### src/rtl/core/pwq_pkg.sv
// Shared types and constants for the priority wait queue.
// Used by the queue top level; the storage RAM is generic and takes none of it.
`default_nettype none
package pwq_pkg;

   localparam int QUEUE_DEPTH = 16;
   localparam int ID_BITS     = 8;
   localparam int IDX_BITS    = (QUEUE_DEPTH > 1) ? $clog2(QUEUE_DEPTH) : 1;
   localparam int CNT_BITS    = $clog2(QUEUE_DEPTH + 1);
   localparam int ENTRY_BITS  = ID_BITS + 16;

   typedef enum logic [1:0] {
      ACT_ENQUEUE = 2'd0,
      ACT_DEQUEUE = 2'd1,
      ACT_UNLINK  = 2'd2,
      ACT_NONE    = 2'd3
   } action_type;

   typedef enum logic [2:0] {
      ST_OK        = 3'd0,
      ST_FULL      = 3'd1,
      ST_EMPTY     = 3'd2,
      ST_NOT_FOUND = 3'd3,
      ST_DUPLICATE = 3'd4
   } status_type;

   typedef struct packed {
      logic [ID_BITS-1:0] id;
      logic [7:0]         base_pri;
      logic [7:0]         user_pri;
   } entry_type;

endpackage
`default_nettype wire

### src/rtl/core/pwq_ram.sv
// Generic single-clock RAM: one write port, one read port, registered read.
// Depends on nothing; width and depth are parameters.
`default_nettype none
module pwq_ram #(
   parameter int WIDTH = 8,
   parameter int DEPTH = 16
) (
   input  wire logic                             clock,
   input  wire logic                             wr_en,
   input  wire logic [$clog2(DEPTH)-1:0]         wr_addr,
   input  wire logic [WIDTH-1:0]                 wr_data,
   input  wire logic [$clog2(DEPTH)-1:0]         rd_addr,
   output      logic [WIDTH-1:0]                 rd_data
);

   logic [WIDTH-1:0] mem [DEPTH];

   // write on enable, read every cycle
   always_ff @(posedge clock) begin
      if (wr_en) begin
         mem[wr_addr] <= wr_data;
      end
      rd_data <= mem[rd_addr];
   end

endmodule
`default_nettype wire

### src/rtl/core/priority_wait_queue.sv
// Priority wait queue: sorted waiter list held in one RAM, walked by a sequencer.
// Depends on pwq_pkg and pwq_ram.
`default_nettype none
// A request carries an action (enqueue, dequeue head, unlink by id) and one
// response comes back per request with the removed id, a status and the
// count left queued. Entries sit sorted in a single RAM with one read and
// one write port, so each request walks it. First comes a scan of all N
// queued entries. Then, for an insert or a removal, the c entries behind the
// affected slot shift one per cycle. Last, the response is posted once the
// output register is free. The next request is taken once the previous
// response has been loaded into the output register.
module priority_wait_queue (
   input  wire logic        clock,
   input  wire logic        reset,
   input  wire logic        req_tvalid,
   output      logic        req_tready,
   // [7:0] waiter_id, [15:8] base_priority, [23:16] user_priority
   input  wire logic [23:0] req_tdata,
   // [1:0] action
   input  wire logic [1:0]  req_tuser,
   output      logic        rsp_tvalid,
   input  wire logic        rsp_tready,
   // [7:0] served_id, [10:8] status, [15:11] waiting_count
   output      logic [15:0] rsp_tdata
);
   import pwq_pkg::*;

   typedef enum logic [2:0] {
      S_IDLE, S_SCAN, S_SHUP, S_SHDN, S_DONE
   } state_type;

   state_type              state_ff, state_in;
   action_type             act_ff, act_in;
   entry_type              op_ff, op_in;
   logic [CNT_BITS-1:0]    occ_ff, occ_in;
   logic [CNT_BITS-1:0]    rd_idx_ff, rd_idx_in;
   logic                   chk_vld_ff, chk_vld_in;
   logic [IDX_BITS-1:0]    chk_idx_ff, chk_idx_in;
   logic                   found_ff, found_in;
   logic [IDX_BITS-1:0]    found_pos_ff, found_pos_in;
   logic                   ins_found_ff, ins_found_in;
   logic [IDX_BITS-1:0]    ins_pos_ff, ins_pos_in;
   logic [ID_BITS-1:0]     head_id_ff, head_id_in;
   logic [CNT_BITS-1:0]    cnt_ff, cnt_in;
   logic [IDX_BITS-1:0]    src_ff, src_in;
   logic                   pend_vld_ff, pend_vld_in;
   logic [IDX_BITS-1:0]    pend_dst_ff, pend_dst_in;
   status_type             res_status_ff, res_status_in;
   logic [7:0]             res_served_ff, res_served_in;
   logic                   rsp_vld_ff, rsp_vld_in;
   logic [15:0]            rsp_data_ff, rsp_data_in;

   logic                   ram_we;
   logic [IDX_BITS-1:0]    ram_waddr;
   logic [ENTRY_BITS-1:0]  ram_wdata;
   logic [IDX_BITS-1:0]    ram_raddr;
   logic [ENTRY_BITS-1:0]  ram_rdata;
   entry_type              rd_entry;
   logic                   issue;
   logic                   beats;

   pwq_ram #(
      .WIDTH (ENTRY_BITS),
      .DEPTH (QUEUE_DEPTH)
   ) u_ram (
      .clock   (clock),
      .wr_en   (ram_we),
      .wr_addr (ram_waddr),
      .wr_data (ram_wdata),
      .rd_addr (ram_raddr),
      .rd_data (ram_rdata)
   );

   assign rd_entry   = entry_type'(ram_rdata);
   assign req_tready = (state_ff == S_IDLE);
   assign rsp_tvalid = rsp_vld_ff;
   assign rsp_tdata  = rsp_data_ff;

   // new key sorts ahead of the entry being read
   assign beats = (op_ff.base_pri < rd_entry.base_pri) ||
                  ((op_ff.base_pri == rd_entry.base_pri) &&
                   (op_ff.user_pri < rd_entry.user_pri));

   // sequencer next state
   always_comb begin
      state_in      = state_ff;
      act_in        = act_ff;
      op_in         = op_ff;
      occ_in        = occ_ff;
      rd_idx_in     = rd_idx_ff;
      chk_vld_in    = chk_vld_ff;
      chk_idx_in    = chk_idx_ff;
      found_in      = found_ff;
      found_pos_in  = found_pos_ff;
      ins_found_in  = ins_found_ff;
      ins_pos_in    = ins_pos_ff;
      head_id_in    = head_id_ff;
      cnt_in        = cnt_ff;
      src_in        = src_ff;
      pend_vld_in   = pend_vld_ff;
      pend_dst_in   = pend_dst_ff;
      res_status_in = res_status_ff;
      res_served_in = res_served_ff;
      rsp_vld_in    = rsp_vld_ff;
      rsp_data_in   = rsp_data_ff;
      ram_we        = 1'b0;
      ram_waddr     = pend_dst_ff;
      ram_wdata     = ram_rdata;
      ram_raddr     = src_ff;
      issue         = 1'b0;

      // drop the response once taken
      if (rsp_vld_ff && rsp_tready) begin
         rsp_vld_in = 1'b0;
      end

      unique case (state_ff)
         S_IDLE: begin
            if (req_tvalid) begin
               act_in          = action_type'(req_tuser);
               op_in.id        = ID_BITS'(req_tdata[7:0]);
               op_in.base_pri  = req_tdata[15:8];
               op_in.user_pri  = req_tdata[23:16];
               rd_idx_in       = '0;
               chk_vld_in      = 1'b0;
               found_in        = 1'b0;
               ins_found_in    = 1'b0;
               res_served_in   = '0;
               res_status_in   = ST_OK;
               state_in        = S_SCAN;
            end
         end

         S_SCAN: begin
            // issue one read a cycle over the queued entries
            issue      = (rd_idx_ff < occ_ff);
            ram_raddr  = rd_idx_ff[IDX_BITS-1:0];
            chk_vld_in = issue;
            chk_idx_in = rd_idx_ff[IDX_BITS-1:0];
            if (issue) begin
               rd_idx_in = rd_idx_ff + 1'b1;
            end
            // check the entry that came back
            if (chk_vld_ff) begin
               if (chk_idx_ff == '0) begin
                  head_id_in = rd_entry.id;
               end
               if (!found_ff && (rd_entry.id == op_ff.id)) begin
                  found_in     = 1'b1;
                  found_pos_in = chk_idx_ff;
               end
               if (!ins_found_ff && beats) begin
                  ins_found_in = 1'b1;
                  ins_pos_in   = chk_idx_ff;
               end
            end
            // scan finished: decide
            if (!issue && !chk_vld_ff) begin
               pend_vld_in = 1'b0;
               unique case (act_ff)
                  ACT_ENQUEUE: begin
                     if (found_ff) begin
                        res_status_in = ST_DUPLICATE;
                        state_in      = S_DONE;
                     end else if (occ_ff == CNT_BITS'(QUEUE_DEPTH)) begin
                        res_status_in = ST_FULL;
                        state_in      = S_DONE;
                     end else begin
                        if (!ins_found_ff) begin
                           ins_pos_in = occ_ff[IDX_BITS-1:0];
                           cnt_in     = '0;
                        end else begin
                           cnt_in = occ_ff - CNT_BITS'(ins_pos_ff);
                        end
                        src_in   = IDX_BITS'(occ_ff - 1'b1);
                        state_in = S_SHUP;
                     end
                  end
                  ACT_DEQUEUE: begin
                     if (occ_ff == '0) begin
                        res_status_in = ST_EMPTY;
                        state_in      = S_DONE;
                     end else begin
                        res_served_in = 8'(head_id_ff);
                        cnt_in        = occ_ff - 1'b1;
                        src_in        = IDX_BITS'(1);
                        state_in      = S_SHDN;
                     end
                  end
                  ACT_UNLINK: begin
                     if (!found_ff) begin
                        res_status_in = ST_NOT_FOUND;
                        state_in      = S_DONE;
                     end else begin
                        res_served_in = 8'(op_ff.id);
                        cnt_in        = occ_ff - 1'b1 - CNT_BITS'(found_pos_ff);
                        src_in        = found_pos_ff + 1'b1;
                        state_in      = S_SHDN;
                     end
                  end
                  default: begin
                     state_in = S_DONE;
                  end
               endcase
            end
         end

         S_SHUP: begin
            // move entries one slot back, from the tail toward the insert point
            issue       = (cnt_ff != '0);
            ram_raddr   = src_ff;
            ram_we      = pend_vld_ff;
            pend_vld_in = issue;
            pend_dst_in = src_ff + 1'b1;
            if (issue) begin
               cnt_in = cnt_ff - 1'b1;
               src_in = src_ff - 1'b1;
            end
            // place the new entry
            if (!issue && !pend_vld_ff) begin
               ram_we    = 1'b1;
               ram_waddr = ins_pos_ff;
               ram_wdata = ENTRY_BITS'(op_ff);
               occ_in    = occ_ff + 1'b1;
               state_in  = S_DONE;
            end
         end

         S_SHDN: begin
            // close the gap, moving entries one slot forward
            issue       = (cnt_ff != '0);
            ram_raddr   = src_ff;
            ram_we      = pend_vld_ff;
            pend_vld_in = issue;
            pend_dst_in = src_ff - 1'b1;
            if (issue) begin
               cnt_in = cnt_ff - 1'b1;
               src_in = src_ff + 1'b1;
            end
            if (!issue && !pend_vld_ff) begin
               occ_in   = occ_ff - 1'b1;
               state_in = S_DONE;
            end
         end

         S_DONE: begin
            // load the response when the output register is free
            if (!rsp_vld_ff || rsp_tready) begin
               rsp_vld_in  = 1'b1;
               rsp_data_in = {5'(occ_ff), res_status_ff, res_served_ff};
               state_in    = S_IDLE;
            end
         end

         default: begin
            state_in = S_IDLE;
         end
      endcase
   end

   // state and registered outputs
   always_ff @(posedge clock) begin
      if (reset) begin
         state_ff    <= S_IDLE;
         occ_ff      <= '0;
         chk_vld_ff  <= 1'b0;
         pend_vld_ff <= 1'b0;
         rsp_vld_ff  <= 1'b0;
      end else begin
         state_ff    <= state_in;
         occ_ff      <= occ_in;
         chk_vld_ff  <= chk_vld_in;
         pend_vld_ff <= pend_vld_in;
         rsp_vld_ff  <= rsp_vld_in;
      end
      act_ff        <= act_in;
      op_ff         <= op_in;
      rd_idx_ff     <= rd_idx_in;
      chk_idx_ff    <= chk_idx_in;
      found_ff      <= found_in;
      found_pos_ff  <= found_pos_in;
      ins_found_ff  <= ins_found_in;
      ins_pos_ff    <= ins_pos_in;
      head_id_ff    <= head_id_in;
      cnt_ff        <= cnt_in;
      src_ff        <= src_in;
      pend_dst_ff   <= pend_dst_in;
      res_status_ff <= res_status_in;
      res_served_ff <= res_served_in;
      rsp_data_ff   <= rsp_data_in;
   end

endmodule
`default_nettype wire

### config.mk
export PLATFORM = sky130hd
export DESIGN_NAME = priority_wait_queue
export DESIGN_NICKNAME = d
export VERILOG_FILES = /design/src/rtl/core/pwq_pkg.sv /design/src/rtl/core/pwq_ram.sv /design/src/rtl/core/priority_wait_queue.sv
export SDC_FILE = /design/constraint.sdc
export NUM_CORES = 1
export LEC_CHECK = 0
export ABC_AREA = 1
export BUFFER_PORTS_ARGS = -buffer_cell sky130_fd_sc_hd__buf_2
export CAP_MARGIN = 20
export CORE_UTILIZATION = 56
export CTS_CLUSTER_DIAMETER = 30
export DETAILED_ROUTE_END_ITERATION = 8
export GPL_TIMING_DRIVEN = 0
export PLACE_DENSITY = 0.75
export SLEW_MARGIN = 0
export SYNTH_ARGS = -nofsm -noshare
export SYNTH_HDL_FRONTEND = slang
export SYNTH_SLANG_ARGS = --single-unit
### constraint.sdc
create_clock -name clock -period 3.3 [get_ports clock]
set_clock_uncertainty 0.05 [all_clocks]
set_input_delay 0.165 -clock clock [delete_from_list [all_inputs] [get_ports clock]]
set_output_delay 0.165 -clock clock [all_outputs]
set_load 0.005 [all_outputs]
Word level (Yosys, flattened, before mapping)
Memory sizes are Yosys's and may differ from the RTL's. A register that Yosys moved wholly into a read port is not among the register bits. Index checks and enable logic that the tools add are counted.

Register bits after elaboration: 104. RAM bits: 384. Memories kept: 1. Bits of input ports: 30. Output and inout bits: 18.

Multiplexer cells: 78. Magnitude comparators: 3. $add $sub $neg: 9. Reduce and logical (&&, ||, !) cells: 40. Equal/unequal tests: 31.

Memory list: u_ram.mem (words 16, bits a word 24, rd ports 1, clocked after memory_dff 1, write ports 1, line pwq_ram.sv:16) `logic [WIDTH-1:0] mem [DEPTH];`.

Operators by type and width (count): 4-bit two-way mux (17); 5-bit two-way mux (11); 24-bit two-way mux (2); 3-bit two-way mux (14); 8-bit two-way mux (4); 8-bit one-hot mux with 2 select lines (2); 5-bit one-hot mux with 2 select lines (3); 4-bit one-hot mux with 3 select lines (2); 2-bit != test (second input constant) (11); 3-bit != test (second input constant) (6); 3-bit one-hot mux with 3 select lines (2); 8-bit equality test (2); 8-bit < comparator (2); 5-bit one-hot mux with 3 select lines (1); 1-bit two-way mux (12); 3-bit one-hot mux with 4 select lines (1); 3-bit AND reduction (4); 4-bit AND reduction (3); 5-bit by 1-bit adder with 5-bit output (second input constant) (2); 1-bit one-hot mux with 2 select lines (5); 5-bit by 1-bit subtractor with 5-bit output (second input constant) (2); 5-bit by 4-bit subtractor with 5-bit output (2); 9-bit AND reduction (1); 4-bit by 1-bit adder with 4-bit output (second input constant) (2); other kinds (29) (48).

Longest topological paths before layout
Gate-level depths: netlist of run 1.

Depth after elaboration: 11. Depth in mapped cells: 14. Gate-level depth less buffers: 14.

Cells and area by module
From an unflattened synthesis of run 1, not the netlist that was laid out.

Cell total of the unflattened synthesis: 2236. Area, all modules: 22789.4 um^2.

Modules (own cells, without submodules): pwq_ram (times used 1, sequential area each 12011.5 um^2, area each 16951.3 um^2, cells an instance 1597); priority_wait_queue (times used 1, sequential area each 3012.9 um^2, area each 5838.1 um^2, cells an instance 639).

Worst setup path after synthesis of run 1
Ideal clock, no wire load.

Path type: flip-flop to flip-flop. Start point: register cnt_ff[0]. End point: memory u_ram.mem[10][0] in the netlist's numbering (enable). Arrival: 2.640 ns. Cell stages (with the launch flop): 14. Slack: 0.205 ns. Path buffers: 1. Required time: 2.845 ns. Cell sequence: edfxtp_1 -> inv_1 -> ha_1 -> inv_1 -> nor2_1 -> nand2_1 -> nor2_1 -> nand2_1 -> nor2_4 -> buf_6 -> nand2_1 -> o21ai_2 -> nand3_1 -> nor2_1.

Cells in the longest elaborated chain, start to end: 7. Elaborated cells on any way between the ends: 9. Classes of those cells: mux (6); reduce/logical (3).

Ends and longest elaborated chain: start: declaration (line priority_wait_queue.sv:44) `logic [CNT_BITS-1:0] cnt_ff, cnt_in;`; start signal: assignment (line priority_wait_queue.sv:285) `cnt_ff <= cnt_in;`; 5-bit nonzero test (*) (line priority_wait_queue.sv:210) `issue = (cnt_ff != '0);`; 1-bit logical NOT (*) (line priority_wait_queue.sv:220) `if (!issue && !pend_vld_ff) begin`; 1-bit logical AND (*) (line priority_wait_queue.sv:220); 1-bit two-way mux (line priority_wait_queue.sv:220); 1-bit one-hot mux with 2 select lines (line priority_wait_queue.sv:117) `unique case (state_ff)`; 1-bit two-way mux (line pwq_ram.sv:20) `if (wr_en) begin`; 1-bit two-way mux (implied by the code) (line pwq_ram.sv:21) `mem[wr_addr] <= wr_data;`; end: declaration (line pwq_ram.sv:16).

Mark *: on every way between the ends. The rest lies on a longest branch, timed or not.

Final worst setup path of run 1
Start point: register cnt_ff[0]. End point: memory u_ram.mem[15][0] in the netlist's numbering (enable).

The elaborated chain is that of the path after synthesis.

==> impl_metrics.py, run 1 <==
metrics = {
    "power_and_ir_drop": {
        "total_power_w": 0.0296,
        "power.density_mw_per_mm2": 1070,
        "sw_frac_of_total": 0.399,
        "pwr-share-comb": 0.369,
        "p_sw_w": 0.0118,
        "seqPwrFrac": 0.304,
        "ir_drop_mv": 0.559,
        "p_leak_nw": 11.2,
        "power_frac_clock": 0.328,
        "internal_power_w": 0.0178,
    },
    "routing": {
        "viasPerCell": 5.87,
        "first_pass_iters": 8,
        "routed_wl_microns": 64500,
        "vias": 16900,
        "drc": 0,
        "postRouteAntennaNets": 0,
        "avgRoutedWirePerCell_microns": 22.4,
        "first_iter_violations": 2221,
    },
    "place": {
        "dp.final_hpwl_microns": 38100,
        "gp_congestion": 0.905,
        "postPlaceCellArea_sq_mm": 0.0234,
        "dp_slack_ns": -0.267,
        "port_buffers": 47,
    },
    "global_routing": {
        "gr-usage-met2": 0.488,
        "met3_usage": 0.0713,
        "grt_max_degree": 25,
        "antenna_found_initial": 0,
        "grt_most_used_layer": "met2",
        "grt_pass1_wl_microns": 92000,
        "use_met1": 0.393,
        "overflow": 0,
        "grt_pass1_vias": 16500,
        "grt_use_total": 0.302,
    },
    "floorplanning": {
        "coreArea_sq_mm": 0.0388,
        "die_w_microns": 201,
        "fp-row-count": 72,
        "die-area_sq_mm": 0.0404,
        "start_util": 0.571,
        "fp.dieH_microns": 201,
        "ios": 48,
    },
    "synthesis": {
        "syn_area_per_cell_sq_um": 10.9,
        "yosys_warnings": 0,
        "syn-num-nets": 2103,
        "synth_seq_cells": 512,
        "async_reset_ff_frac": 0,
        "syn-cell-area_sq_mm": 0.0222,
        "synthDistinctLibCells": 41,
        "syn_inst": 2031,
        "ys_seq_area_frac": 0.678,
        "synth_ff_type": "edfxtp_1",
        "synth-edff-count": 477,
    },
    "clocking": {
        "numCtsBuffers": 93,
        "cts_tree": "yes",
        "clock_latency_ns": 0.63,
        "clk_pin_slew_ns": 0.05,
        "cts_max_path_buffers": 3,
        "clock_sinks": 512,
        "root_buffer": "clkbuf_16",
        "htreeDepth": 3,
    },
    "finish": {
        "diodes": 0,
        "drive_gt1_frac": 0.162,
        "fin_util": 0.713,
        "fin_nets": 2352,
        "areaGrowthSynthToFinish_pct": 24.9,
        "design_area_sq_mm": 0.0277,
    },
    "hold_path": {
        "min_path_type": "in2reg",
    },
    "timing": {
        "holdWs_ns": 0.220,
        "fmax_mhz": 300,
        "fin_ws_ns": -0.0388,
        "tightest_slew_ns": 1.30,
        "hold_viol": 0,
        "fin_crit_ns": 3.34,
        "slew_headroom": 0.127,
        "setup_violations": 17,
        "rsz0062_at_grt": "yes",
        "maxSlewViolCount": 0,
        "min_period_over_period": 1.01,
    },
    "run_status": {
        "failed_checks": "setup timing",
        "status": "finished with violations",
    },
    "job": {
        "drv_cap": 0,
    },
    "critical_path": {
        "critPathMaxStageDelay_ns": 0.57,
        "crit_path_cell_trace": "inv_1 > ha_1 > inv_1 > nor2_1 > nand2_1 > nor2_1 > nand2_2 > o21ai_0 > nand2_2 > nor2_4 > buf_12 > buf_8",
        "crit_required_ns": 3.57,
        "crit_type": "reg2reg",
        "crit_slowest_cell": "nand2_2",
        "cp_top_family": "simple AND/OR/NAND/NOR gates",
        "cp_max_fo": 13,
        "end_kind": "flop",
        "cp.arrival_ns": 3.61,
        "cp-start-kind": "flop",
        "critical_path_buf_inv_count": 4,
    },
}
## layer usage
metal	routed length [microns]	up-vias	part of all wire
met4	3150	0	0.049
li1	-	7448	-
met1	23300	7970	0.36
met3	8240	228	0.13
met2	29800	1232	0.46
met5	0	-	0
## registers in the layout (all words and copies together) (netlist names), 2 cells and up
register,cells
act_ff,2
chk_idx_ff,4
cnt_ff,5
found_pos_ff,4
head_id_ff,8
ins_pos_ff,4
occ_ff,5
op_ff,24
pend_dst_ff,4
rd_idx_ff,5
res_served_ff,8
res_status_ff,3
rsp_tdata,16
src_ff,4
state_ff,3
u_ram.mem,384
u_ram.rd_data,24
## cells in the final DEF, fill, tap and decap left out, types with 6 or more instances in the layout
cell type / Yosys / layout
clkbuf_16: 0 / 93
nand3_1: 198 / 196
o21ai_0: 40 / 25
nor2_4: 1 / 27
buf_12: 0 / 19
xor2_1: 18 / 18
clkbuf_1: 28 / 34
ha_1: 40 / 40
clkinv_4: 0 / 7
nand4_1: 6 / 6
dlygate4sd3_1: 0 / 29
buf_8: 0 / 6
buf_2: 37 / 86
edfxtp_1: 477 / 477
bufinv_16: 0 / 11
nand2_2: 1 / 6
xnor2_1: 7 / 7
nor2_1: 55 / 38
inv_6: 0 / 12
nand2_1: 671 / 665
dfxtp_1: 35 / 35
inv_1: 191 / 191
o21ai_1: 43 / 57
clkinv_2: 0 / 11
a21oi_1: 53 / 53
o211ai_1: 41 / 41
buf_4: 14 / 53
nand3b_1: 24 / 24
clkinvlp_4: 0 / 14
clkinv_1: 2 / 7
buf_1: 9 / 9
## worst paths after layout
check	slack, ns	depth (start not counted)	start	end
worst max-delay path	-0.04	12	cnt_ff[0]	u_ram.mem[15][0]
worst min register to register	0.36	0	res_served_ff[1]	rsp_tdata[1]
worst max register to register	-0.04	12	cnt_ff[0]	u_ram.mem[15][0]
worst min-delay path	0.22	2	req_tdata[6]	op_ff[22]
## cells by family after synthesis
| group | synth area share |
|---|---|
| and+or+nand+nor | 0.183 |
| xor gates and xnor gates | 0.00988 |
| buffers and inverters | 0.0542 |
| muxes | 0.00152 |
| AOI/OAI and AO/OA | 0.0493 |
| DFF | 0.678 |
| adders and majority gates | 0.0244 |
## synth_stat cells (all sizes together), types with 3 or more instances
cell,number,share of area
o22ai,4,0.0011
mux2,3,0.0015
buf,63,0.016
edfxtp,477,0.65
dfxtp,35,0.032
o211ai,41,0.014
xnor2,7,0.0028
inv,194,0.033
nor3,5,0.0011
nand2,675,0.12
nor2,57,0.010
nand3b,24,0.0081
ha,40,0.023
o21ai,84,0.019
nand3,198,0.045
nand4,6,0.0017
clkbuf,28,0.0047
xor2,18,0.0071
nor4,3,0.00085
a21oi,53,0.012
o21a,3,0.0010
## timing repair
item,in CTS,in global routing
endpoints found under the hold margin,43,0
resized for setup,11,21
hold buffers,29,0
pin swaps,0,24
setup buffers,2,41
endpoints found under the setup margin,360,316
cloned,1,9
## power groups by stage
stage	clock [W]	sequential, W	combinational (W)
after floorplan	0	0.00900	0.00638
after global placement	0	0.00913	0.00953
after detailed placement	0	0.00909	0.0101
after CTS	0.00968	0.00899	0.0104
after global routing	0.0100	0.00904	0.0117
final	0.00969	0.00899	0.0109
## area by class of cell
cell class	instances	area, sq um
Clock inverter	68	808
Multi-Input combinational cell	1242	6230
Clock buffer	106	2430
Fill cell	2390	11100
Sequential cell	512	15000
Tap cell	518	648
Inverter	196	738
Buffer	91	470
Timing Repair Buffer	144	1340
## stage by stage
| stage | setup TNS, ns | cells |
|---|---|---|
| 5_1_grt | -7.62 | 2877 |
| 2_1_floorplan | 0 | 2031 |
| 6_report | -0.467 | 2877 |
| 4_1_cts | -29.04 | 2826 |
| 3_5_place_dp | -49.40 | 2620 |
| 3_3_place_gp | -447.34 | 2596 |
(Power assumes the default switching activity.)
==> run 2, diff against run 1 <==
--- a/config.mk
+++ b/config.mk
@@ -5,14 +5,12 @@
 export SDC_FILE = /design/constraint.sdc
 export NUM_CORES = 1
 export LEC_CHECK = 0
-export ABC_AREA = 1
 export BUFFER_PORTS_ARGS = -buffer_cell sky130_fd_sc_hd__buf_2
 export CAP_MARGIN = 20
-export CORE_UTILIZATION = 56
+export CORE_UTILIZATION = 40
 export CTS_CLUSTER_DIAMETER = 30
 export DETAILED_ROUTE_END_ITERATION = 8
 export GPL_TIMING_DRIVEN = 0
-export PLACE_DENSITY = 0.75
 export SLEW_MARGIN = 0
 export SYNTH_ARGS = -nofsm -noshare
 export SYNTH_HDL_FRONTEND = slang
==> impl_metrics.py, run 2 <==
metrics = {
    "place": {
        "place_inst": 2345,
        "port_buffers": 47,
        "dp.final_hpwl_microns": 36400,
        "gp_congestion": 0.884,
    },
    "finish": {
        "drive_gt1_frac": 0.195,
        "top_register": "u_ram.mem",
        "fin_nets": 1902,
        "layout.cells.most_common_list": "edfxtp_1, nand2_1, clkbuf_16",
        "areaGrowthSynthToFinish_pct": 28.8,
        "largest_reg_flops": 384,
        "diodes": 0,
        "stdcell_count": 2611,
        "top_regs": "u_ram.mem x384, op_ff x24, u_ram.rd_data x24",
        "final_common_cell": "edfxtp_1",
    },
    "timing": {
        "slew_headroom": 0.326,
        "setup_violations": 46,
        "fin_ws_ns": -0.0747,
        "maxSlewViolCount": 0,
        "fin_crit_ns": 3.37,
        "hold_viol": 0,
        "tightest_slew_ns": 1.01,
        "min_period_over_period": 1.02,
        "holdWs_ns": 0.180,
        "rsz0062_at_grt": "yes",
        "fmax_mhz": 296,
    },
    "global_routing": {
        "met3_usage": 0.0431,
        "grt_max_degree": 25,
        "antenna_found_initial": 0,
        "gr-usage-met2": 0.360,
        "overflow": 0,
        "grt_pass1_wl_microns": 86700,
        "use_met1": 0.281,
        "grt_use_total": 0.218,
        "grt_most_used_layer": "met2",
        "grt_pass1_vias": 14100,
    },
    "clocking": {
        "clock_sinks": 512,
        "root_buffer": "clkbuf_16",
        "clock_latency_ns": 0.65,
        "htreeDepth": 3,
        "cts_max_path_buffers": 3,
        "clk_pin_slew_ns": 0.05,
        "cts_tree": "yes",
        "numCtsBuffers": 106,
    },
    "routing": {
        "avgRoutedWirePerCell_microns": 22.3,
        "drc": 0,
        "vias": 14100,
        "first_pass_iters": 6,
        "routed_wl_microns": 58300,
        "first_iter_violations": 1366,
        "postRouteAntennaNets": 0,
        "viasPerCell": 5.39,
    },
    "synthesis": {
        "syn-cell-area_sq_mm": 0.0214,
        "synthTopCellsByCount": "edfxtp_1, nand2_1, nand3_1",
        "synth_ff_type": "edfxtp_1",
        "synthDistinctLibCells": 57,
        "syn_inst": 1598,
        "yosysTopAreaCell": "edfxtp_1",
        "synth_top_area_share": 0.670,
        "yosysMostFrequentCell": "edfxtp_1",
        "ys_top_cells_by_area": "edfxtp_1, nand2_1, mux2i_1, dfxtp_1, ha_1",
        "synth_seq_cells": 512,
        "synth-edff-count": 477,
        "async_reset_ff_frac": 0,
        "syn-num-nets": 1670,
        "ys_seq_area_frac": 0.702,
        "yosys_warnings": 0,
        "syn_area_per_cell_sq_um": 13.4,
    },
    "critical_path": {
        "crit_slowest_cell": "nor2_2",
        "critPathMaxStageDelay_ns": 0.76,
        "end_kind": "flop",
        "critical_path_buf_inv_count": 1,
        "crit_type": "reg2reg",
        "cp.arrival_ns": 3.59,
        "cp_max_fo": 12,
        "cp-start-kind": "flop",
        "critPathLaunch": "cnt_ff[0]",
        "crit_path_cell_trace": "inv_1 > ha_1 > nor4b_4 > nand2b_1 > or3_1 > a21oi_1 > nand2_4 > nor2_2",
        "cp_top_family": "simple AND/OR/NAND/NOR gates",
        "crit_required_ns": 3.51,
        "r2r-start": "cnt_ff[0]",
    },
    "hold_path": {
        "hold_start": "req_tdata[13]",
        "min_path_type": "in2reg",
    },
    "power_and_ir_drop": {
        "power.density_mw_per_mm2": 968,
        "p_leak_nw": 10.2,
        "ir_drop_mv": 0.583,
    },
    "floorplanning": {
        "die_w_microns": 233,
        "die-area_sq_mm": 0.0544,
        "start_util": 0.406,
        "coreArea_sq_mm": 0.0527,
        "ios": 48,
        "fp-row-count": 84,
        "fp.dieH_microns": 233,
    },
    "run_status": {
        "failed_checks": "setup timing",
        "status": "finished with violations",
    },
    "job": {
        "drv_cap": 0,
    },
}
[run 2: cell count changes in the layout (fill, tap and decap cells not counted), sizes merged, moves of 26 or more]
cell	delta
nand2	-304
inv	-151
nand3	-111
mux2i	+85
buf	-44
o211ai	-35
clkbuf	+29
o221ai	+28
a21oi	-26
[run 2: report_power, final]
| group | total, W | internal, W | switching [W] |
|---|---|---|---|
| sequential | 0.00882 | 0.00846 | 0.000362 |
| clock | 0.0111 | 0.00756 | 0.00350 |
| combinational | 0.00679 | 0.00216 | 0.00463 |
| total | 0.0267 | 0.0182 | 0.00849 |
[run 2: logic make-up after synthesis]
| group | share of synthesized area |
|---|---|
| AND/OR/NAND/NOR | 0.118 |
| flip-flops | 0.702 |
| AO/OA/AOI/OAI | 0.0578 |
| buffers and inverters | 0.0280 |
| multiplexers | 0.0547 |
| adder cells (fa/ha/maj) | 0.0253 |
| XOR/XNOR | 0.0143 |
[run 2: worst paths after layout]
kind / end / slack, ns / cells after the start
setup / recovery: u_ram.mem[10][3] / -0.07 / 8
hold / removal: op_ff[13] / 0.18 / 2
setup reg to reg: u_ram.mem[10][3] / -0.07 / 8
hold reg to reg: rsp_tdata[5] / 0.37 / 0
[run 2: layout make-up]
cell class	count	area [sq um]
fillers	4268	25100
flip-flops and latches	512	15000
multi-input cells	965	6060
clock buffers	131	2860
repair buffers	116	1230
clock inverters	70	917
well taps	688	861
plain buffers	79	415
inverters	50	193
[run 2: per-layer routing]
| layer | wire, microns | share of wire |
|---|---|---|
| met1 | 24200 | 0.42 |
| met2 | 27800 | 0.48 |
| met3 | 4330 | 0.074 |
| met4 | 1980 | 0.034 |
| met5 | 0 | 0 |
[run 2: repair_timing]
action / 4_1_cts / 5_1_grt
cloned: 7 / 1
hold buffers: 29 / 0
setup buffers: 28 / 0
hold endpoints to repair: 33 / 0
gates resized for setup: 19 / 9
setup endpoints to repair: 389 / 340
pin swaps: 21 / 0
[run 2: metrics by stage]
stage	setup WS (ns)	setup TNS (ns)	power, W	util	instance area [sq um]
floorplan	0.0916	0	0.0131	-	21400
global placement	-2.07	-632.95	0.0154	0.427	22500
detailed placement	-0.619	-176.50	0.0156	0.434	22900
CTS	-0.102	-6.36	0.0267	0.523	27500
global route	-0.225	-29.67	0.0277	0.523	27600
finish	-0.0747	-1.46	0.0267	0.523	27600
